==> src/design/tftp_client_transfer_engine_core_macros.svh <==
// assertion macros for the tftp client transfer engine core
// expects clk and rst in the scope of the module that uses them
`ifndef TFTP_CLIENT_TRANSFER_ENGINE_CORE_MACROS_SVH
`define TFTP_CLIENT_TRANSFER_ENGINE_CORE_MACROS_SVH

// consequent checked in the same cycle as the antecedent
`define TCE_ASSERT_NOW(label, ante, cons, msg) \
  label: assert property (@(posedge clk) disable iff (rst) (ante) |-> (cons)) \
    else $error(msg);

// consequent checked in the cycle after the antecedent
`define TCE_ASSERT_NEXT(label, ante, cons, msg) \
  label: assert property (@(posedge clk) disable iff (rst) (ante) |=> (cons)) \
    else $error(msg);

`endif

==> src/design/tftpce_pkg.sv <==
// types and codes shared by the tftp client transfer engine
// no dependencies
package tftpce_pkg;

  localparam int BLK_W     = 16;
  localparam int PLEN_W    = 10;
  localparam int FSIZE_W   = 25;
  localparam int RETRY_W   = 8;
  localparam int CFG_IDX_W = 2;

  typedef enum logic [1:0] {
    PH_IDLE  = 2'd0,
    PH_READ  = 2'd1,
    PH_WRITE = 2'd2
  } phase_t;

  typedef enum logic [1:0] {
    K_NONE = 2'd0,
    K_REQ  = 2'd1,
    K_ACK  = 2'd2,
    K_DATA = 2'd3
  } kind_t;

  typedef enum logic [2:0] {
    ST_BUSY  = 3'd0,
    ST_DONE  = 3'd1,
    ST_PEER  = 3'd2,
    ST_RETRY = 3'd3,
    ST_IGN   = 3'd4
  } status_t;

  // event types
  localparam logic [1:0] EV_START   = 2'd0;
  localparam logic [1:0] EV_PACKET  = 2'd1;
  localparam logic [1:0] EV_TIMEOUT = 2'd2;

  // tftp opcodes
  localparam logic [15:0] OP_DATA  = 16'd3;
  localparam logic [15:0] OP_ACK   = 16'd4;
  localparam logic [15:0] OP_ERROR = 16'd5;

  // configuration register indexes
  localparam logic [CFG_IDX_W-1:0] CFG_MODE    = 2'd0;
  localparam logic [CFG_IDX_W-1:0] CFG_RETRIES = 2'd1;
  localparam logic [CFG_IDX_W-1:0] CFG_FSIZE   = 2'd2;

  localparam logic [RETRY_W-1:0] RETRIES_RST = 8'd10;
  localparam logic [RETRY_W-1:0] RETRY_SAT   = 8'hFF;
  localparam logic [BLK_W-1:0]   BLK_LAST    = 16'hFFFF;

endpackage

==> src/design/tftp_client_transfer_engine_core.sv <==
// tftp client transfer engine: event-driven control path of a tftp client
// uses tftpce_pkg and tftp_client_transfer_engine_core_macros.svh
//
// At most one event (start, received packet header or timeout) is taken per
// clock and gives exactly one result, which appears on the result port in the
// cycle after the event is taken and is held while res_stall is high. The event
// port stalls only while the result register holds a result that has not been
// taken, so with res_stall low the block sustains one event per cycle. All
// decisions are made in a single combinational pass over the transfer state;
// the next block length in write mode comes from a running byte offset, so
// no multiplier is needed. Configuration is written through cfg_we/cfg_index/
// cfg_data and should only change while no transfer result is pending.
`include "tftp_client_transfer_engine_core_macros.svh"

module tftp_client_transfer_engine_core #(
  parameter int BLOCK_BYTES = 512
) (
  input  logic                                 clk,
  input  logic                                 rst,
  // configuration
  input  logic                                 cfg_we,
  input  logic [tftpce_pkg::CFG_IDX_W-1:0]     cfg_index,
  input  logic [tftpce_pkg::FSIZE_W-1:0]       cfg_data,
  // event channel
  input  logic                                 req_valid,
  output logic                                 req_stall,
  input  logic [1:0]                           req_type,
  input  logic [15:0]                          pkt_opcode,
  input  logic [tftpce_pkg::BLK_W-1:0]         pkt_block,
  input  logic [tftpce_pkg::PLEN_W-1:0]        pkt_payload_len,
  // result channel
  output logic                                 res_valid,
  input  logic                                 res_stall,
  output logic [1:0]                           send_kind,
  output logic [tftpce_pkg::BLK_W-1:0]         send_block,
  output logic [tftpce_pkg::PLEN_W-1:0]        send_len,
  output logic                                 store_payload,
  output logic [2:0]                           status,
  output logic [15:0]                          peer_error_code
);
  import tftpce_pkg::*;

  localparam int LEN_W = $clog2(BLOCK_BYTES + 1);
  localparam int CMP_W = (LEN_W > PLEN_W) ? LEN_W : PLEN_W;
  localparam int OFF_W = (BLK_W + $clog2(BLOCK_BYTES) > FSIZE_W) ?
                         BLK_W + $clog2(BLOCK_BYTES) : FSIZE_W;
  localparam logic [OFF_W-1:0] BB_OFF = OFF_W'(BLOCK_BYTES);
  localparam logic [LEN_W-1:0] BB_LEN = LEN_W'(BLOCK_BYTES);
  localparam logic [CMP_W-1:0] BB_CMP = CMP_W'(BLOCK_BYTES);

  // configuration registers
  logic                 transfer_mode;
  logic [RETRY_W-1:0]   max_retries;
  logic [FSIZE_W-1:0]   file_size_bytes;

  // transfer state
  phase_t               phase, phase_next;
  logic [BLK_W-1:0]     cur_block, cur_block_next;
  logic [RETRY_W-1:0]   retry_count, retry_count_next;
  logic [LEN_W-1:0]     cur_len, cur_len_next;
  logic                 req_acked, req_acked_next;
  logic [OFF_W-1:0]     end_off, end_off_next;  // byte offset past the current block

  // result being formed
  kind_t                r_kind;
  logic [BLK_W-1:0]     r_block;
  logic [PLEN_W-1:0]    r_len;
  logic                 r_store;
  status_t              r_status;
  logic [15:0]          r_code;

  logic                 accept;
  logic                 running;
  logic [RETRY_W-1:0]   retry_inc;
  logic                 retry_hit;
  logic [OFF_W-1:0]     prior_off;
  logic [OFF_W-1:0]     fsize_ext;
  logic [OFF_W-1:0]     remain;
  logic [LEN_W-1:0]     next_len;

  assign req_stall = res_valid & res_stall;
  assign accept    = req_valid & ~req_stall;
  assign running   = (phase == PH_READ) || (phase == PH_WRITE);

  // retry counter saturates; limit reached when it meets max_retries
  assign retry_inc = (retry_count != RETRY_SAT) ? retry_count + 8'd1 : retry_count;
  assign retry_hit = (retry_inc >= max_retries);

  // length of the block that starts at prior_off (first block before ack 0)
  assign prior_off = req_acked ? end_off : '0;
  assign fsize_ext = OFF_W'(file_size_bytes);
  assign remain    = fsize_ext - prior_off;
  always_comb begin
    if (prior_off > fsize_ext) begin
      next_len = '0;
    end else if (remain < BB_OFF) begin
      next_len = LEN_W'(remain);
    end else begin
      next_len = BB_LEN;
    end
  end

  always_comb begin
    phase_next       = phase;
    cur_block_next   = cur_block;
    retry_count_next = retry_count;
    cur_len_next     = cur_len;
    req_acked_next   = req_acked;
    end_off_next     = end_off;
    r_kind           = K_NONE;
    r_block          = '0;
    r_len            = '0;
    r_store          = 1'b0;
    r_status         = ST_IGN;
    r_code           = '0;
    case (req_type)
      EV_START: begin
        phase_next       = transfer_mode ? PH_WRITE : PH_READ;
        cur_block_next   = '0;
        retry_count_next = '0;
        cur_len_next     = '0;
        req_acked_next   = 1'b0;
        end_off_next     = '0;
        r_kind           = K_REQ;
        r_status         = ST_BUSY;
      end
      EV_TIMEOUT: begin
        if (running) begin
          retry_count_next = retry_inc;
          if (retry_hit) begin
            phase_next = PH_IDLE;
            r_status   = ST_RETRY;
          end else if (!req_acked) begin
            r_kind   = K_REQ;
            r_status = ST_BUSY;
          end else if (phase == PH_READ) begin
            r_kind   = K_ACK;
            r_block  = cur_block;
            r_status = ST_BUSY;
          end else begin
            r_kind   = K_DATA;
            r_block  = cur_block;
            r_len    = PLEN_W'(cur_len);
            r_status = ST_BUSY;
          end
        end
      end
      EV_PACKET: begin
        if (!running) begin
          r_status = ST_IGN;
        end else if (pkt_opcode == OP_ERROR) begin
          phase_next = PH_IDLE;
          r_status   = ST_PEER;
          r_code     = pkt_block;
        end else if (phase == PH_READ) begin
          if (pkt_opcode == OP_DATA) begin
            req_acked_next = 1'b1;
            r_kind         = K_ACK;
            if (pkt_block > cur_block) begin
              // newer block: take it; any length but a full block ends the transfer
              cur_block_next   = pkt_block;
              retry_count_next = '0;
              r_block          = pkt_block;
              r_store          = 1'b1;
              if (CMP_W'(pkt_payload_len) != BB_CMP) begin
                phase_next = PH_IDLE;
                r_status   = ST_DONE;
              end else begin
                r_status = ST_BUSY;
              end
            end else begin
              // duplicate: re-ack and count a retry
              retry_count_next = retry_inc;
              r_block          = cur_block;
              if (retry_hit) begin
                phase_next = PH_IDLE;
                r_status   = ST_RETRY;
              end else begin
                r_status = ST_BUSY;
              end
            end
          end
        end else begin
          if (pkt_opcode == OP_ACK) begin
            retry_count_next = '0;
            if (!req_acked) begin
              r_status = ST_BUSY;
              if (pkt_block == '0) begin
                req_acked_next = 1'b1;
                cur_block_next = 16'd1;
                cur_len_next   = next_len;
                end_off_next   = BB_OFF;
                r_kind         = K_DATA;
                r_block        = 16'd1;
                r_len          = PLEN_W'(next_len);
              end else begin
                r_kind = K_REQ;
              end
            end else if (pkt_block != cur_block) begin
              r_kind   = K_DATA;
              r_block  = cur_block;
              r_len    = PLEN_W'(cur_len);
              r_status = ST_BUSY;
            end else if (cur_len != BB_LEN) begin
              phase_next = PH_IDLE;
              r_status   = ST_DONE;
            end else if (cur_block == BLK_LAST) begin
              // block numbers do not wrap
              phase_next = PH_IDLE;
              r_status   = ST_RETRY;
            end else begin
              cur_block_next = cur_block + 16'd1;
              cur_len_next   = next_len;
              end_off_next   = end_off + BB_OFF;
              r_kind         = K_DATA;
              r_block        = cur_block + 16'd1;
              r_len          = PLEN_W'(next_len);
              r_status       = ST_BUSY;
            end
          end
        end
      end
      default: begin
        r_status = ST_IGN;
      end
    endcase
  end

  always_ff @(posedge clk) begin
    if (rst) begin
      transfer_mode   <= 1'b0;
      max_retries     <= RETRIES_RST;
      file_size_bytes <= '0;
    end else if (cfg_we) begin
      case (cfg_index)
        CFG_MODE:    transfer_mode   <= cfg_data[0];
        CFG_RETRIES: max_retries     <= cfg_data[RETRY_W-1:0];
        CFG_FSIZE:   file_size_bytes <= cfg_data;
        default:     ;
      endcase
    end
  end

  always_ff @(posedge clk) begin
    if (rst) begin
      phase       <= PH_IDLE;
      cur_block   <= '0;
      retry_count <= '0;
      cur_len     <= '0;
      req_acked   <= 1'b0;
      end_off     <= '0;
    end else if (accept) begin
      phase       <= phase_next;
      cur_block   <= cur_block_next;
      retry_count <= retry_count_next;
      cur_len     <= cur_len_next;
      req_acked   <= req_acked_next;
      end_off     <= end_off_next;
    end
  end

  // result register
  always_ff @(posedge clk) begin
    if (rst) begin
      res_valid <= 1'b0;
    end else if (accept) begin
      res_valid <= 1'b1;
    end else if (!res_stall) begin
      res_valid <= 1'b0;
    end
  end

  always_ff @(posedge clk) begin
    if (accept) begin
      send_kind       <= r_kind;
      send_block      <= r_block;
      send_len        <= r_len;
      store_payload   <= r_store;
      status          <= r_status;
      peer_error_code <= r_code;
    end
  end

  `TCE_ASSERT_NEXT(a_end_goes_idle, accept && (r_status == ST_DONE || r_status == ST_PEER || r_status == ST_RETRY), phase == PH_IDLE, "transfer end did not return to idle")
  `TCE_ASSERT_NOW(a_unacked_block_zero, !req_acked, cur_block == '0, "block advanced before request answered")
  `TCE_ASSERT_NOW(a_store_with_ack, res_valid && store_payload, send_kind == K_ACK, "payload stored without ack")
  `TCE_ASSERT_NOW(a_code_only_on_peer, res_valid && status != ST_PEER, peer_error_code == '0, "error code outside peer error")

endmodule

==> config.mk <==
export PLATFORM = sky130hd
export DESIGN_NAME = tftp_client_transfer_engine_core
export DESIGN_NICKNAME = d
export VERILOG_FILES = /design/src/design/tftpce_pkg.sv /design/src/design/tftp_client_transfer_engine_core.sv
export VERILOG_INCLUDE_DIRS = /design/src /design/src/design
export SDC_FILE = /design/constraint.sdc
export NUM_CORES = 1
export LEC_CHECK = 0
export BUFFER_PORTS_ARGS = -buffer_cell sky130_fd_sc_hd__buf_4
export CELL_PAD_IN_SITES_DETAIL_PLACEMENT = 1
export CELL_PAD_IN_SITES_GLOBAL_PLACEMENT = 2
export CORE_ASPECT_RATIO = 1.25
export CORE_MARGIN = 10
export CORE_UTILIZATION = 35
export DETAILED_ROUTE_END_ITERATION = 8
export GPL_TIMING_DRIVEN = 0
export PLACE_DENSITY = 0.92
export RECOVER_POWER = 100
export SYNTH_ARGS = -nofsm -noshare
export SYNTH_HDL_FRONTEND = slang
export SYNTH_SLANG_ARGS = --single-unit
==> constraint.sdc <==
create_clock -name clk -period 5.5 [get_ports clk]
set_input_delay 0.275 -clock clk [delete_from_list [all_inputs] [get_ports clk]]
set_output_delay 0.275 -clock clk [all_outputs]
set_load 0.02 [all_outputs]
==> metrics.md <==
| Metric | Value |
|---|---|
| Post-synthesis cell count | 1,141 |
| Ant. Diodes | 0 |
| CTS tree | done |
| Crit path top cell by count | clkbuf_1 |
| CP Launch Type | flop |
| Final worst-path cycle share | a little over nine tenths |
| Clock sink count | between 100 and 150 |
| Height of the die | 202 um |
| Num CTS Buffers | 17 |
| Reg-to-reg slack, setup | 0.31 ns |
| FP Rows | 66 |
| Overall Power | roughly 2.7 mW |
| Worst hold path cell count | 3 |
| H-tree Lvls | 4 |
| Min-Delay Endpoint | res_valid |
| P&R area growth vs syn | 18.8% |
| Core area | roughly 26,000 um^2 |
| DR vias | 9,706 |
| # setup viols final | 0 |
| Post-route design area | between 10,000 and 15,000 um^2 |
| Vias per cell | 5.92 |
| Leak Pwr | 4.12 nW |
| Dominant synthesized flop cell | dfxtp_1 |
| Port bufs | between 100 and 150 |
| DR pass1 iterations | 5 |
| CP required | approximately 5.7 ns |
| Simple-Gate Fraction of Synth Area | roughly 24% |
| Max stage delay on crit path | around 0.9 ns |
| Sequential share of the synthesized area | between 30% and 40% |
| Reg clk slew, reported paths | about 0.070 ns |
| Starting Density | between 30% and 40% |
| Final ANT Viol Nets | 0 |
| Pwr Density | ~240 nW/um^2 |
| First-pass GRT wire length | approximately 56,000 um |
| Largest family of logic cells by synthesized area | compound AO/OA/AOI/OAI gates |
| Max-Cap Viols | 1 |
| HPWL Detailed | roughly 28,000 um |
| Layout cells sized above 1 | 10.8% |
| Min-delay src | req_valid |
| Setup CP Type | reg2reg |
| Yosys reg bits | between 100 and 150 |
| Failing checks | capacitance limit, slew limit |
| FF-to-FF Start | cur_block[11] |
| Crit end category | flop |
| Die X-Extent | between 150 and 200 um |
| Worst Clk Skew | around 0.013 ns |
| Critical path arrival | 5.37 ns |
| Ys async rst share | 0% |
| Status | finished, violations left |
| Worst min path class | in2reg |
| Final nets | roughly 1,400 |
| DRT iter0 DRCs | 595 |
| Max Root-Sink Buffers | 2 |
| Post-synthesis compound-gate area fraction | roughly a quarter |
| Storage cell area | roughly 3200 um^2 |
| Synth Area in Adders | between 6 and 7% |
| CP top delay family | compound AO/OA/AOI/OAI gates |
| Multiplexer area fraction after synthesis | under 10% |
| Worst Slack Setup Final | 0.309 ns |
| Rel. slew slack | -10.4% |
| Post-Route WL | 36,200 um |
| Die area | between 30,000 and 40,000 um^2 |
| Io pins | roughly 130 |
| Post-synth EDFFs | between 40 and 50 |
| Area taken by multi-input logic gates | between 5000 and 6000 um^2 |
| Reg2Reg Depth | 11 |
| Final Hold Fails | 0 |
| Mapped Area | between 9000 and 10,000 um^2 |
| Worst path bufs/invs | 3 |
| Wire length per cell | between 20 and 25 um |
| Fmax achieved | between 0.15 and 0.2 GHz |
| DRC Markers | 0 |
| GRT overflow | 0 |
| Post-layout minimum cycle time | 5.19 ns |
| Post-Synth XOR/XNOR Area | between 2 and 2.5% |
| RSZ-0062 raised after global routing | false |
| Initial antenna violation count | 0 |
| Final-report max-slew violation count | 29 |
| Max IR drop VDD | between 0.15 and 0.2 mV |
| DP Worst Slack | roughly 0.37 ns |
| Root Buffer Master | clkbuf_16 |
| Placed cell area | 10,700 um^2 |
| Setup TNS | 0 ns |
| Gr usage total | 20.7% |
| Synth Net Count | between 1,000 and 1,500 |
| R2r endpoint | send_block[3] |
| RePlAce Congestion | roughly 0.95 |
| Synthesized area per cell | roughly 8.2 um^2 |
| Netlist cell types | 83 |
| Synth warn | 0 |
| Worst-path maximum fanout | 10 |
| Post-CTS Setup Inserts | 0 |
| Pin count of the biggest net entering global routing | 29 |
| Worst-skew pair later-pin latency | ~0.44 ns |
| CP cell instances | clkbuf_1 -> inv_1 -> ha_1 -> nand3_1 -> nor3_1 -> o21ai_0 -> a31oi_1 -> o21a_1 -> clkbuf_1 -> o21bai_1 -> a221o_1 |
| Slowest CP cell | nor3_1 |
| Vias in the first global route | 10,100 |
| Worst Tran Pin Value | about 1.7 ns |
| # fillers | between 3,000 and 4,000 |
==> metal layers <==
layer | part of all wire, % | vias to the layer above | global-route usage, %
li1 | - | 4554 | -
met1 | 39 | 4715 | 22.7
met5 | 0 | - | 0
met4 | 3.9 | 0 | 9.57
met3 | 5.4 | 92 | 3.57
met2 | 51 | 345 | 37.9
==> final cells by class <==
cell class,instances,share of cell area [%]
Clock inverter,14,1.24
Tap cell,340,3.84
Multi-Input combinational cell,893,51.3
Inverter,50,1.69
Buffer,62,2.19
Clock buffer,18,3.97
Sequential cell,136,28.9
Timing Repair Buffer,127,6.87
==> report_power, final <==
part	leakage (nW)	internal [mW]	switching [mW]
Clock	0.272	0.644	0.520
Sequential	1.20	1.07	0.0144
Combinational	2.66	0.156	0.259
==> repair_timing <==
item                                    in CTS  in global routing
endpoints found under the setup margin       0                  1
hold buffers                                 0                  0
gates resized for setup                      0                  1
endpoints found under the hold margin        0                  0
==> kinds of logic after synthesis <==
logic type,count (synthesis)
other,2
adders and majority gates,51
muxes,25
DFF,136
xor gates and xnor gates,22
AOI/OAI and AO/OA,341
and+or+nand+nor,452
buffers and inverters,112
==> worst register-to-register path, cell delays in order, from the launching register on <==
cell and delay [ns]:
dfxtp_1 0.32, clkbuf_1 0.32, inv_1 0.09, ha_1 0.31, nand3_1 0.13, nor3_1 0.89
o21ai_0 0.26, a31oi_1 0.54, o21a_1 0.30, clkbuf_1 0.79, o21bai_1 0.51, a221o_1 0.48
==> worst max path at each step <==
stage | from | to | slack (ns) | depth (start not counted)
finish | cur_block[11] | send_block[3] | 0.31 | 11
global placement | req_acked | send_len[0] | 0.43 | 14
CTS | req_acked | send_len[0] | 0.34 | 14
floorplan | req_acked | send_len[8] | 1.55 | 13
global route | req_acked | send_len[1] | 0.15 | 14
detailed placement | req_acked | send_len[0] | 0.37 | 14
==> registers in the layout (all words and copies together) (netlist names) <==
| signal | cells |
|---|---|
| send_len | 10 |
| res_valid | 1 |
| cur_len | 10 |
| end_off | 16 |
| cur_block | 16 |
| file_size_bytes | 25 |
| phase | 2 |
| req_acked | 1 |
| store_payload | 1 |
| transfer_mode | 1 |
| send_block | 16 |
| max_retries | 8 |
| retry_count | 8 |
| send_kind | 2 |
| peer_error_code | 16 |
| status | 3 |
==> synth_stat cells, drive strengths merged, types with 7 or more instances <==
| cell type | number | share of area [%] |
|---|---|---|
| a22oi | 10 | 0.81 |
| o31ai | 9 | 0.72 |
| buf | 13 | 0.64 |
| a21o | 13 | 1.0 |
| o2111ai | 9 | 0.91 |
| a221o | 12 | 1.3 |
| a22o | 18 | 1.7 |
| nor4b | 7 | 0.72 |
| nand3 | 31 | 1.7 |
| nand4 | 24 | 1.7 |
| nor2 | 76 | 3.1 |
| and3 | 14 | 0.94 |
| xnor2 | 11 | 1.0 |
| nand2b | 14 | 0.94 |
| nor3 | 26 | 1.4 |
| nor2b | 10 | 0.67 |
| inv | 49 | 2.0 |
| a31oi | 11 | 0.74 |
| mux2i | 19 | 2.0 |
| nand2 | 155 | 6.2 |
| o21a | 14 | 1.1 |
| ha | 51 | 6.8 |
| or3 | 20 | 1.4 |
| and2 | 24 | 1.6 |
| o21ai | 70 | 3.8 |
| xor2 | 11 | 1.0 |
| edfxtp | 48 | 15 |
| nor4 | 23 | 1.5 |
| a21oi | 101 | 5.4 |
| clkbuf | 49 | 2.0 |
| dfxtp | 88 | 19 |
| o211ai | 7 | 0.62 |
==> cell usage in the layout (no fill, tap or decap), types with 19 or more instances in the layout <==
master / n
or3_1: 19
mux2i_1: 19
nand2_1: 155
edfxtp_1: 48
nand4_1: 23
nor3_1: 26
buf_4: 74
a21oi_1: 101
nor2_1: 76
nor4_1: 23
inv_1: 49
dfxtp_1: 88
nand3_1: 31
clkbuf_1: 106
ha_1: 51
o21ai_0: 69
==> metrics by stage <==
stage                     hold slack, ns  util [%]  cells
after floorplan                    0.396         -   1141
after global placement             0.452      40.8   1606
after detailed placement           0.457      40.9   1608
after CTS                         0.0633      43.2   1640
after global routing              0.0912      42.3   1640
final                             0.0610      42.3   1640
No activity file was read; power rests on OpenSTA's default activity.
